[src/rtl/irc_message_line_tokenizer_macros.svh]
// ----------------------------------------------------------------------------
// Assertion macros for the IRC line tokenizer
// Shared property wrappers clocked on clk and disabled during rst.
// ----------------------------------------------------------------------------
`ifndef IRC_MESSAGE_LINE_TOKENIZER_MACROS_SVH
`define IRC_MESSAGE_LINE_TOKENIZER_MACROS_SVH

// Consequent must hold in the same cycle as the antecedent.
`define IRCTOK_ASSERT_IMP(label, ante, cons) \
  label: assert property (@(posedge clk) disable iff (rst) (ante) |-> (cons)) \
    else $error("irctok: same-cycle check failed");

// Consequent must hold in the cycle after the antecedent.
`define IRCTOK_ASSERT_NXT(label, ante, cons) \
  label: assert property (@(posedge clk) disable iff (rst) (ante) |=> (cons)) \
    else $error("irctok: next-cycle check failed");

`endif

[src/rtl/irctok_pkg.sv]
// ----------------------------------------------------------------------------
// irctok_pkg
// Types, constants and the keyword matcher of the IRC line tokenizer.
// ----------------------------------------------------------------------------
package irctok_pkg;

  localparam int CMD_BYTES    = 7;
  localparam int CMD_IDX_W    = $clog2(CMD_BYTES);
  localparam int CMD_LEN_MAX  = 15;
  localparam int MAX_PARAMS   = 15;
  localparam int PARAM_CAP    = (MAX_PARAMS < 15) ? MAX_PARAMS : 15;
  localparam int QUEUE_DEPTH  = 2;
  localparam int NUM_KEYWORDS = 14;

  localparam logic [7:0] CH_SPACE   = 8'h20;
  localparam logic [7:0] CH_TAB     = 8'h09;
  localparam logic [7:0] CH_COLON   = 8'h3A;
  localparam logic [7:0] CH_LOWER_A = 8'h61;
  localparam logic [7:0] CH_LOWER_Z = 8'h7A;
  localparam logic [7:0] CASE_DELTA = 8'h20;

  localparam logic [3:0] CODE_UNKNOWN = 4'd0;
  localparam logic [3:0] CODE_SHOW    = 4'd14;

  localparam logic [0:0] REG_IDX_DEBUG = 1'b0;

  typedef logic [8*CMD_BYTES-1:0] cmd_text_t;

  typedef enum logic [3:0] {
    PH_LEAD  = 4'b0001,
    PH_CMD   = 4'b0010,
    PH_PARAM = 4'b0100,
    PH_TRAIL = 4'b1000
  } phase_t;

  typedef enum logic [2:0] {
    ROLE_NONE  = 3'd0,
    ROLE_CMD   = 3'd1,
    ROLE_PARAM = 3'd2,
    ROLE_COLON = 3'd3,
    ROLE_TRAIL = 3'd4
  } role_t;

  // Classified input item as it travels through the queue.
  typedef struct packed {
    logic [7:0] ch;
    logic       eol;
    logic       is_space;
    logic       is_tab;
    logic       is_colon;
    logic       is_lower;
  } item_t;

  typedef struct packed {
    logic [7:0] char_out;
    role_t      role;
    logic       token_first;
    logic [3:0] param_index;
    logic       command_valid;
    logic [3:0] command_code;
    logic       line_done;
    logic [3:0] param_count;
    logic       has_trailing;
    logic       param_overflow;
  } result_t;

  // Keyword text, first character in the lowest byte, zero padded.
  localparam cmd_text_t KW_TEXT [NUM_KEYWORDS] = '{
    56'h00000053534150,  // PASS
    56'h0000004B43494E,  // NICK
    56'h00000052455355,  // USER
    56'h0000004E494F4A,  // JOIN
    56'h00000054524150,  // PART
    56'h0000004B43494B,  // KICK
    56'h00455449564E49,  // INVITE
    56'h00004349504F54,  // TOPIC
    56'h00000045444F4D,  // MODE
    56'h47534D56495250,  // PRIVMSG
    56'h00000054495551,  // QUIT
    56'h000000004F4857,  // WHO
    56'h00000000504143,  // CAP
    56'h000000574F4853   // SHOW
  };

  localparam logic [3:0] KW_LEN [NUM_KEYWORDS] = '{
    4'd4, 4'd4, 4'd4, 4'd4, 4'd4, 4'd4, 4'd6, 4'd5, 4'd4, 4'd7, 4'd4, 4'd3, 4'd3, 4'd4
  };

  localparam logic [3:0] KW_CODE [NUM_KEYWORDS] = '{
    4'd1, 4'd2, 4'd3, 4'd4, 4'd5, 4'd6, 4'd7, 4'd8, 4'd9, 4'd10, 4'd11, 4'd12, 4'd13,
    CODE_SHOW
  };

  // The stored text is zero beyond its length, so a full-width compare plus a
  // length compare is an exact match.
  function automatic logic [3:0] match_cmd(input cmd_text_t text, input logic [3:0] len,
                                           input logic dbg_en);
    logic [3:0] code;
    code = CODE_UNKNOWN;
    if (len != 4'd0 && len <= 4'(CMD_BYTES)) begin
      for (int k = 0; k < NUM_KEYWORDS; k++) begin
        if ((KW_CODE[k] != CODE_SHOW || dbg_en) && KW_LEN[k] == len && KW_TEXT[k] == text) begin
          code = KW_CODE[k];
        end
      end
    end
    return code;
  endfunction

endpackage

[src/rtl/irctok_fifo.sv]
// ----------------------------------------------------------------------------
// irctok_fifo
// Short queue of classified items between the front and back parts.
// ----------------------------------------------------------------------------
`include "irc_message_line_tokenizer_macros.svh"

module irctok_fifo (
  input  logic                clk,
  input  logic                rst,
  input  logic                push,
  input  irctok_pkg::item_t   push_item,
  output logic                not_full,
  output logic                head_valid,
  output irctok_pkg::item_t   head,
  input  logic                pop
);
  import irctok_pkg::*;

  localparam int AW = (QUEUE_DEPTH > 1) ? $clog2(QUEUE_DEPTH) : 1;
  localparam int CW = $clog2(QUEUE_DEPTH + 1);

  item_t         entries [QUEUE_DEPTH];
  logic [AW-1:0] wr_ptr;
  logic [AW-1:0] rd_ptr;
  logic [CW-1:0] count;

  assign not_full   = (count != CW'(QUEUE_DEPTH));
  assign head_valid = (count != '0);
  assign head       = entries[rd_ptr];

  always_ff @(posedge clk) begin
    if (push) begin
      entries[wr_ptr] <= push_item;
    end
  end

  always_ff @(posedge clk) begin
    if (rst) begin
      wr_ptr <= '0;
      rd_ptr <= '0;
      count  <= '0;
    end else begin
      if (push) begin
        wr_ptr <= (wr_ptr == AW'(QUEUE_DEPTH - 1)) ? '0 : wr_ptr + 1'b1;
      end
      if (pop) begin
        rd_ptr <= (rd_ptr == AW'(QUEUE_DEPTH - 1)) ? '0 : rd_ptr + 1'b1;
      end
      case ({push, pop})
        2'b10:   count <= count + 1'b1;
        2'b01:   count <= count - 1'b1;
        default: count <= count;
      endcase
    end
  end

  `IRCTOK_ASSERT_IMP(a_no_underflow, pop, count != '0)
  `IRCTOK_ASSERT_IMP(a_no_overflow, push, count != CW'(QUEUE_DEPTH) || pop)
  `IRCTOK_ASSERT_NXT(a_count_grows, push && !pop, count == $past(count) + 1'b1)

endmodule

[src/rtl/irctok_front.sv]
// ----------------------------------------------------------------------------
// irctok_front
// Accepts input items and classifies each byte for the back part.
// ----------------------------------------------------------------------------
module irctok_front (
  input  logic              s_tvalid,
  input  logic              s_tlast,
  input  logic [7:0]        s_tdata,
  input  logic              queue_ready,
  output logic              push,
  output irctok_pkg::item_t push_item
);
  import irctok_pkg::*;

  assign push = s_tvalid && queue_ready;

  always_comb begin
    push_item.ch       = s_tdata;
    push_item.eol      = s_tlast;
    push_item.is_space = (s_tdata == CH_SPACE);
    push_item.is_tab   = (s_tdata == CH_TAB);
    push_item.is_colon = (s_tdata == CH_COLON);
    push_item.is_lower = (s_tdata >= CH_LOWER_A) && (s_tdata <= CH_LOWER_Z);
  end

endmodule

[src/rtl/irctok_back.sv]
// ----------------------------------------------------------------------------
// irctok_back
// Line state machine: tags each queued item and holds the result register.
// ----------------------------------------------------------------------------
`include "irc_message_line_tokenizer_macros.svh"

module irctok_back (
  input  logic                clk,
  input  logic                rst,
  input  logic                dbg_en,
  input  logic                head_valid,
  input  irctok_pkg::item_t   head,
  output logic                pop,
  output logic                out_valid,
  input  logic                out_ready,
  output irctok_pkg::result_t out_data
);
  import irctok_pkg::*;

  phase_t     phase, phase_next, phase_eff;
  cmd_text_t  cmd_text, cmd_text_next;
  logic [3:0] cmd_len, cmd_len_next;
  logic       prev_space, prev_space_next;
  logic       inside_token, inside_token_next;
  logic [3:0] params_seen, params_seen_next;
  logic       trailing_seen, trailing_seen_next;
  logic [3:0] token_index, token_index_next;
  logic       overflow_seen, overflow_seen_next;
  logic [3:0] code_now;
  logic [7:0] upper_ch;
  result_t    res;

  assign pop      = head_valid && (!out_valid || out_ready);
  assign code_now = match_cmd(cmd_text, cmd_len, dbg_en);
  assign upper_ch = head.is_lower ? (head.ch - CASE_DELTA) : head.ch;

  // A non-blank byte in leading whitespace is already the first command byte.
  assign phase_eff = (phase == PH_LEAD && !head.is_space && !head.is_tab) ? PH_CMD : phase;

  always_comb begin
    phase_next         = phase;
    cmd_text_next      = cmd_text;
    cmd_len_next       = cmd_len;
    prev_space_next    = prev_space;
    inside_token_next  = inside_token;
    params_seen_next   = params_seen;
    trailing_seen_next = trailing_seen;
    token_index_next   = token_index;
    overflow_seen_next = overflow_seen;
    res                = '0;
    res.role           = ROLE_NONE;

    if (head.eol) begin
      if (phase == PH_LEAD || phase == PH_CMD) begin
        res.command_valid = 1'b1;
        res.command_code  = code_now;
      end
      res.line_done      = 1'b1;
      res.param_count    = params_seen;
      res.has_trailing   = trailing_seen;
      res.param_overflow = overflow_seen;
      phase_next         = PH_LEAD;
      cmd_text_next      = '0;
      cmd_len_next       = '0;
      prev_space_next    = 1'b0;
      inside_token_next  = 1'b0;
      params_seen_next   = '0;
      trailing_seen_next = 1'b0;
      token_index_next   = '0;
      overflow_seen_next = 1'b0;
    end else begin
      res.char_out = head.ch;
      phase_next   = phase_eff;
      case (phase_eff)
        PH_LEAD: begin
          res.role = ROLE_NONE;
        end
        PH_CMD: begin
          if (head.is_space) begin
            res.command_valid = 1'b1;
            res.command_code  = code_now;
            phase_next        = PH_PARAM;
            prev_space_next   = 1'b1;
          end else begin
            res.char_out = upper_ch;
            res.role     = ROLE_CMD;
            if (cmd_len < 4'(CMD_BYTES)) begin
              cmd_text_next[8*cmd_len[CMD_IDX_W-1:0] +: 8] = upper_ch;
            end
            if (cmd_len < 4'(CMD_LEN_MAX)) begin
              cmd_len_next = cmd_len + 4'd1;
            end
          end
        end
        PH_PARAM: begin
          if (head.is_colon && prev_space) begin
            res.role           = ROLE_COLON;
            trailing_seen_next = 1'b1;
            phase_next         = PH_TRAIL;
          end else if (head.is_space) begin
            inside_token_next = 1'b0;
            prev_space_next   = 1'b1;
          end else begin
            res.role = ROLE_PARAM;
            if (!inside_token) begin
              res.token_first  = 1'b1;
              token_index_next = params_seen;
              if (params_seen < 4'(PARAM_CAP)) begin
                params_seen_next = params_seen + 4'd1;
              end else begin
                overflow_seen_next = 1'b1;
              end
              inside_token_next = 1'b1;
            end
            res.param_index = token_index_next;
            prev_space_next = 1'b0;
          end
        end
        PH_TRAIL: begin
          res.role = ROLE_TRAIL;
        end
        default: begin
          res.role = ROLE_NONE;
        end
      endcase
    end
  end

  always_ff @(posedge clk) begin
    if (rst) begin
      out_valid     <= 1'b0;
      phase         <= PH_LEAD;
      cmd_text      <= '0;
      cmd_len       <= '0;
      prev_space    <= 1'b0;
      inside_token  <= 1'b0;
      params_seen   <= '0;
      trailing_seen <= 1'b0;
      token_index   <= '0;
      overflow_seen <= 1'b0;
    end else if (pop) begin
      out_valid     <= 1'b1;
      phase         <= phase_next;
      cmd_text      <= cmd_text_next;
      cmd_len       <= cmd_len_next;
      prev_space    <= prev_space_next;
      inside_token  <= inside_token_next;
      params_seen   <= params_seen_next;
      trailing_seen <= trailing_seen_next;
      token_index   <= token_index_next;
      overflow_seen <= overflow_seen_next;
    end else if (out_ready) begin
      out_valid <= 1'b0;
    end
  end

  always_ff @(posedge clk) begin
    if (pop) begin
      out_data <= res;
    end
  end

  `IRCTOK_ASSERT_NXT(a_eol_clears, pop && head.eol, phase == PH_LEAD && params_seen == '0)
  `IRCTOK_ASSERT_NXT(a_trail_sticks, pop && phase == PH_TRAIL && !head.eol, phase == PH_TRAIL)
  `IRCTOK_ASSERT_IMP(a_ovf_at_cap, overflow_seen, params_seen == 4'(PARAM_CAP))

endmodule

[src/rtl/irc_message_line_tokenizer.sv]
// An accepted item is written to the queue; when it is popped, its result is registered and m_tvalid rises.
// Throughput: one item per cycle while m_tready allows, set by the line state
// update in the back part; a two-entry queue lets input and output stall apart.
// Reset (rst, synchronous): clears the queue, the line state, the result valid
// flag and the debug register; there is no clearing pass.
// ----------------------------------------------------------------------------
// irc_message_line_tokenizer
// Tags each byte of an IRC message line with its role and decodes the command.
// ----------------------------------------------------------------------------
module irc_message_line_tokenizer (
  input  logic        clk,
  input  logic        rst,
  input  logic        s_tvalid,
  output logic        s_tready,
  input  logic [7:0]  s_tdata,   // [7:0] char_in
  input  logic        s_tlast,   // end_of_line
  output logic        m_tvalid,
  input  logic        m_tready,
  // [7:0] char_out, [8] token_first, [12:9] param_index, [13] command_valid,
  // [17:14] command_code, [21:18] param_count, [22] has_trailing,
  // [23] param_overflow
  output logic [23:0] m_tdata,
  output logic [2:0]  m_tuser,   // [2:0] role
  output logic        m_tlast,   // line_done
  input  logic        psel,
  input  logic        penable,
  input  logic        pwrite,
  input  logic [2:0]  paddr,
  input  logic [31:0] pwdata,
  output logic [31:0] prdata,
  output logic        pready
);
  import irctok_pkg::*;

  logic    enable_debug_command;
  logic    push;
  item_t   push_item;
  logic    queue_ready;
  logic    head_valid;
  item_t   head;
  logic    pop;
  result_t res;

  assign pready = 1'b1;
  assign prdata = (paddr[2:2] == REG_IDX_DEBUG) ? {31'd0, enable_debug_command} : 32'd0;

  always_ff @(posedge clk) begin
    if (rst) begin
      enable_debug_command <= 1'b0;
    end else if (psel && penable && pwrite && pready && paddr[2:2] == REG_IDX_DEBUG) begin
      enable_debug_command <= pwdata[0];
    end
  end

  assign s_tready = queue_ready;

  irctok_front u_front (
    .s_tvalid    (s_tvalid),
    .s_tlast     (s_tlast),
    .s_tdata     (s_tdata),
    .queue_ready (queue_ready),
    .push        (push),
    .push_item   (push_item)
  );

  irctok_fifo u_fifo (
    .clk        (clk),
    .rst        (rst),
    .push       (push),
    .push_item  (push_item),
    .not_full   (queue_ready),
    .head_valid (head_valid),
    .head       (head),
    .pop        (pop)
  );

  irctok_back u_back (
    .clk        (clk),
    .rst        (rst),
    .dbg_en     (enable_debug_command),
    .head_valid (head_valid),
    .head       (head),
    .pop        (pop),
    .out_valid  (m_tvalid),
    .out_ready  (m_tready),
    .out_data   (res)
  );

  assign m_tdata = {res.param_overflow, res.has_trailing, res.param_count, res.command_code,
                    res.command_valid, res.param_index, res.token_first, res.char_out};
  assign m_tuser = res.role;
  assign m_tlast = res.line_done;

endmodule
[config.mk]
export PLATFORM = sky130hd
export DESIGN_NAME = irc_message_line_tokenizer
export DESIGN_NICKNAME = d
export VERILOG_FILES = /design/src/rtl/irctok_pkg.sv /design/src/rtl/irctok_fifo.sv /design/src/rtl/irctok_front.sv /design/src/rtl/irctok_back.sv /design/src/rtl/irc_message_line_tokenizer.sv
export VERILOG_INCLUDE_DIRS = /design/src /design/src/rtl
export SDC_FILE = /design/constraint.sdc
export NUM_CORES = 1
export LEC_CHECK = 0
export BUFFER_PORTS_ARGS = -buffer_cell sky130_fd_sc_hd__buf_2
export CORE_MARGIN = 4
export CORE_UTILIZATION = 38
export DETAILED_ROUTE_END_ITERATION = 7
export HOLD_SLACK_MARGIN = 0.12
export PLACE_DENSITY_LB_ADDON = 0.12
export SYNTH_ARGS = -nofsm -noshare
export SYNTH_HDL_FRONTEND = slang
export SYNTH_SLANG_ARGS = --single-unit
export TNS_END_PERCENT = 1
[constraint.sdc]
create_clock -name clk -period 2.5 [get_ports clk]
set_input_delay 0.375 -clock clk [delete_from_list [all_inputs] [get_ports clk]]
set_output_delay 0.375 -clock clk [all_outputs]
set_load 0.01 [all_outputs]
==> out/qor.yml, run 1 <==
status: "complete, but fails checks"
violations: "setup timing"
worstSetupEndpointType: "flip-flop"
place_congestion: 0.8809
syn_inst: 636
antenna_found_initial: 0
grt_pass1_wl_mm: 28.56
first_pass_iters: 5
fin_util_pct: 48.68
vdd_drop_max_v: 0.0005060
cts_tree: "built"
synth_top_area_share_pct: 25.36
layout_min_cycle_time_ps: 2558
placementRows: 47
cp.arrival_ps: 2820
synth_common_cells: "dfxtp_1 (83), nor2_1 (66), edfxtp_1 (54), a22o_1 (50), nand2_1 (33)"
avgSynthCellArea_um2: 10.30
overflow: 0
synthArstFlopShare_pct: 0
dr_total_vias: 5409
worst_slack_ps: -58.07
crit_path_start_kind: "flip-flop"
post-route-cell-area_um2: 8159
ys_seq_area_share_pct: 50.11
cts_buffer_depth: 2
hp-start: "s_tlast"
root_buffer: "clkbuf_16"
worst-setup-path-type: "reg2reg"
synth_area_leaders: "dfxtp_1 (25%), edfxtp_1 (25%), a22o_1 (6.7%)"
pre_cts_slack_ps: -386.3
placed_cell_area_um2: 7426
grt_max_degree: 46
synth_edf_count: 54
ff2ff_setup_slack_ps: -60
worst_slew_pin_slew_ps: 846.2
clk-insertion-delay-late_ps: 420
drive_above_1_share_pct: 26.17
timing.final.crit_share_pct: 102.3
io_buffer_count: 48
min_to: "u_fifo.entries[0][4]"
final_nets: 814
hold_viol: 0
ys_warn_count: 0
ioPinCount: 114
r2r-start: "u_back.cmd_text[44]"
multi_input_area_um2: 3128
synth-seq-cells: 137
die_area_um2: 19400
die_w_um: 139.3
wl_mm: 17.79
ctsHtreeMaxLevel: 4
drc: 0
core_um2: 16760
ys.flop_type: "dfxtp_1"
syn_to_final_growth_pct: 24.54
die_y_um: 139.3
grt_usage_pct: 18.49
timing.fmax_ghz: 0.3909
drv_slew: 0
wl_per_cell_um: 18.01
slew_headroom_pct: 43.59
netlist_area_um2: 6551
grt_pass1_vias: 5309
ant_nets: 0
setup_violations: 2
dp_hpwl_mm: 13.00
synth_top_area_cell: "dfxtp_1"
hp-class: "in2reg"
rr_endpoint: "u_back.out_data[10]"
max-cap-violations: 0
nFillCells: 1569
required_ps: 2760
numCtsBuffers: 17
hold_depth: 1
path_max_fanout: 3
synth_most_common_cell: "dfxtp_1"
rr_worst_depth: 5
vias_per_cell: 5.475
initial_utilization_pct: 39.09
power.density_nw_per_um2: 932.1
p_leak_nw: 3.238
clk_pin_slew_ps: 60
drt_iter0_drc: 392
rsz0062_at_grt: "true"
synth_cell_type_count: 70
finClkSkew_ps: 6.243
diodes: 0
seq_area_um2: 3287
cts_sinks: 137
## kinds of logic after synthesis
group           count (synthesis)  share of synthesized area (%)
simple gates                  260                          22.92
flops                         137                          50.11
compound gates                134                          15.37
buf+inv                        66                          5.634
mux                            19                          2.979
xor+xnor                       10                          1.337
fa+ha+maj                       8                          1.528
other cells                     2                         0.1146
## power by group
| group | internal [W] | switching [W] | leakage (nW) | total, W |
|---|---|---|---|---|
| combinational | 0.000751 | 0.00140 | 1.76 | 0.00215 |
| clock | 0.00159 | 0.000953 | 0.290 | 0.00254 |
| sequential | 0.00276 | 0.000157 | 1.19 | 0.00291 |
## metrics by stage
| step | std cells | power, W | hold WS, ps | setup TNS, ps |
|---|---|---|---|---|
| finish | 988 | 0.007605 | 146.5 | -101.2 |
| global route | 988 | 0.008009 | 138.6 | -1696 |
| CTS | 988 | 0.007643 | 121.8 | -188.4 |
| detailed placement | 954 | 0.005080 | 466.5 | -1408 |
| global placement | 954 | 0.005058 | 462.7 | -1123 |
| floorplan | 666 | 0.004269 | 431.7 | -237.4 |
## flip-flops by register name (all words and copies together) (netlist names), named ones only
name / count
u_fifo.entries: 26
u_back.trailing_seen: 1
enable_debug_command: 1
u_back.overflow_seen: 1
u_back.params_seen: 4
u_back.out_data: 28
u_back.cmd_len: 4
u_back.inside_token: 1
u_back.token_index: 4
u_fifo.wr_ptr: 1
u_back.prev_space: 1
u_fifo.count: 2
u_back.phase: 4
u_back.cmd_text: 56
u_back.out_valid: 1
u_fifo.rd_ptr: 1
## how the worst max path moves through the flow
| stage | start | endpoint | slack, ps | cells past startpoint |
|---|---|---|---|---|
| after global placement | u_back.cmd_text[51] | u_back.out_data[10] | -320 | 6 |
| final | u_back.cmd_text[44] | u_back.out_data[10] | -60 | 5 |
| after CTS | u_back.cmd_text[55] | u_back.out_data[10] | -90 | 6 |
| after detailed placement | u_back.cmd_text[51] | u_back.out_data[10] | -390 | 6 |
| after floorplan | u_back.cmd_text[43] | u_back.out_data[10] | -180 | 7 |
| after global routing | u_back.cmd_text[40] | u_back.out_data[9] | -140 | 7 |
## final cells by class
| class | count | area share [%] |
|---|---|---|
| well taps | 220 | 3.374 |
| repair buffers | 128 | 10.35 |
| inverters | 8 | 0.3680 |
| flip-flops and latches | 137 | 40.29 |
| clock buffers | 19 | 5.429 |
| clock inverters | 13 | 1.856 |
| multi-input cells | 463 | 38.34 |
## placed cells by master, fill, tap and decap left out, types with 9 or more instances in the layout
cell	n
a21oi_1	22
a22o_1	50
and3_1	10
buf_2	48
buf_4	79
clkbuf_16	17
conb_1	32
dfxtp_1	80
edfxtp_1	54
mux2i_1	14
nand2_1	33
nand2b_1	9
nand3_1	15
nand3b_1	11
nand4_1	14
nor2_1	65
nor3_1	15
nor4_1	10
nor4b_1	9
o21ai_0	12
## what timing repair did
action                                  4_1_cts  5_1_grt
hold buffers                                  0        0
resized for setup                            13       14
endpoints found under the setup margin        4       65
endpoints found under the hold margin         0        0
buffers inserted                              2        0
pin swaps                                     8        3
## worst max-delay path, cell delays in order, from the launching register on
cell	delay [ps]
dfxtp_1	310
or3_1	430
or4_4	550
or4_4	450
or4_4	490
a41oi_2	170
## metal layers
layer	part of all wire, %	vias up	GRT usage [%]
met5	0	-	0
met4	1.7	0	6.334
li1	-	2599	-
met2	46	166	29.36
met1	47	2620	25.23
met3	5.2	24	3.739
(Power assumes the default switching activity.)
==> inputs of run 2 (changes only) <==
PLACE_DENSITY = 0.62   (was unset)
PLACE_DENSITY_LB_ADDON = unset   (was 0.12)
SKIP_CTS_REPAIR_TIMING = 1   (was unset)
==> run 2 against run 1 <==
The run still ends with setup timing left. Cell area is 0.94% lower. Fmax is 7.8% lower. Flip-flop and latch count stayed put. Die area stayed put. Clock skew is 1.1 ps higher. Sequential share of layout area is 0.35 points higher. Critical path depth is 2 higher. Final cell count is 0.81% lower. Sequential power hardly changed. Critical endpoint unchanged. Largest cell class unchanged.
==> out/qor.yml, run 2 (synthesis gave the netlist of run 1 again) <==
status: "complete, but fails checks"
violations: "setup timing"
fin_cells: 980
reg_top3: "u_back.cmd_text x56, u_back.out_data x28, u_fifo.entries x26"
ant_nets: 0
grt_pass1_vias: 5341
cts_sinks: 137
crit_path_start_kind: "flip-flop"
wl_per_cell_um: 17.84
max-cap-violations: 0
dp.cells: 948
root_buffer: "clkbuf_16"
required_ps: 2770
final_nets: 806
whs_ps: 140.9
numCtsBuffers: 17
grt_pass1_wl_mm: 28.46
cts_tree: "built"
core_um2: 16760
hp-class: "in2reg"
layout_min_cycle_time_ps: 2775
placed_cell_area_um2: 7381
grt_max_degree: 46
timing.final.crit_share_pct: 111.0
clk_pin_slew_ps: 60
initial_utilization_pct: 39.09
grt_usage_pct: 18.29
ctsHtreeMaxLevel: 4
final_cell_mix: "dfxtp_1 (82), buf_4 (72), nor2_1 (65)"
rr_endpoint: "u_back.out_data[10]"
drv_slew: 0
drt_iter0_drc: 465
die_w_um: 139.3
cp.arrival_ps: 3040
antenna_found_initial: 0
worst_slack_ps: -274.7
hold_viol: 0
syn_to_final_growth_pct: 23.38
worstSetupEndpointType: "flip-flop"
dr_total_vias: 5456
ff2ff_setup_slack_ps: -270
largest_reg_flops: 56
nFillCells: 1562
overflow: 0
drive_above_1_share_pct: 25.00
drc: 0
die_area_um2: 19400
timing.fmax_ghz: 0.3604
place_congestion: 0.9507
wl_mm: 17.49
rsz0062_at_grt: "true"
largest-register: "u_back.cmd_text"
power.density_nw_per_um2: 952.6
worst_slew_pin_slew_ps: 859.7
io_buffer_count: 48
dp_hpwl_mm: 12.75
p_leak_nw: 3.154
hold_depth: 1
placementRows: 47
die_y_um: 139.3
first_pass_iters: 5
slew_headroom_pct: 42.68
diodes: 0
min_to: "u_fifo.entries[1][4]"
rr_worst_depth: 7
finClkSkew_ps: 7.370
fin_util_pct: 48.23
path_max_fanout: 4
vias_per_cell: 5.567
hp-start: "s_tlast"
multi_input_area_um2: 3100
setup_violations: 4
worst-setup-path-type: "reg2reg"
clk-insertion-delay-late_ps: 420
r2r-start: "u_back.cmd_text[55]"
vdd_drop_max_v: 0.0005045
cts_buffer_depth: 2
ioPinCount: 114
seq_area_um2: 3284
post-route-cell-area_um2: 8083
mostFrequentLayoutCell: "dfxtp_1"
[run 2: where the power goes]
| group | switching (W) | internal (W) |
|---|---|---|
| sequential | 0.000161 | 0.00276 |
| clock | 0.000957 | 0.00166 |
| combinational | 0.00142 | 0.000740 |
[run 2: worst max-delay path by stage]
stage                         from                   to  slack [ps]  cells after the start
2_1_floorplan  u_back.cmd_text[43]  u_back.out_data[10]        -180                      7
3_3_place_gp   u_back.cmd_text[40]  u_back.out_data[10]        -290                      6
3_5_place_dp   u_back.cmd_text[51]  u_back.out_data[10]        -310                      7
4_1_cts        u_back.cmd_text[51]  u_back.out_data[10]        -320                      7
5_1_grt        u_back.cmd_text[55]  u_back.out_data[10]        -330                      7
6_report       u_back.cmd_text[55]  u_back.out_data[10]        -270                      7
[run 2: metal layers]
metal	vias up	GRT usage, %	routed length [um]	part of all wire [%]
met5	-	0	0	0
met4	0	8.033	494	2.8
met3	44	3.842	956	5.5
met2	182	28.58	8012	46
met1	2650	24.57	8024	46
li1	2580	-	-	-
[run 2: critical path, stage by stage, from the launching register on]
cell and delay [ps]:
dfxtp_2 320, nor4_2 290, buf_4 180, nand2_4 50, or4_4 560, or4_4 550
or4_4 490, a41oi_2 180
[run 2: per-stage QoR]
stage	power (W)	setup slack (ps)	TNS, ps
2_1_floorplan	0.004269	-180.3	-237.4
3_3_place_gp	0.005001	-292.2	-739.3
3_5_place_dp	0.005052	-308.9	-830.6
4_1_cts	0.007690	-317.4	-910.5
5_1_grt	0.008109	-333.5	-1893
6_report	0.007700	-274.7	-852.7
[run 2: area by class of cell]
| type | count | area share, % |
|---|---|---|
| clock buffers | 20 | 5.402 |
| clock inverters | 12 | 2.167 |
| well taps | 220 | 3.406 |
| inverters | 8 | 0.3715 |
| multi-input cells | 463 | 38.36 |
| flip-flops and latches | 137 | 40.63 |
| repair buffers | 120 | 9.659 |
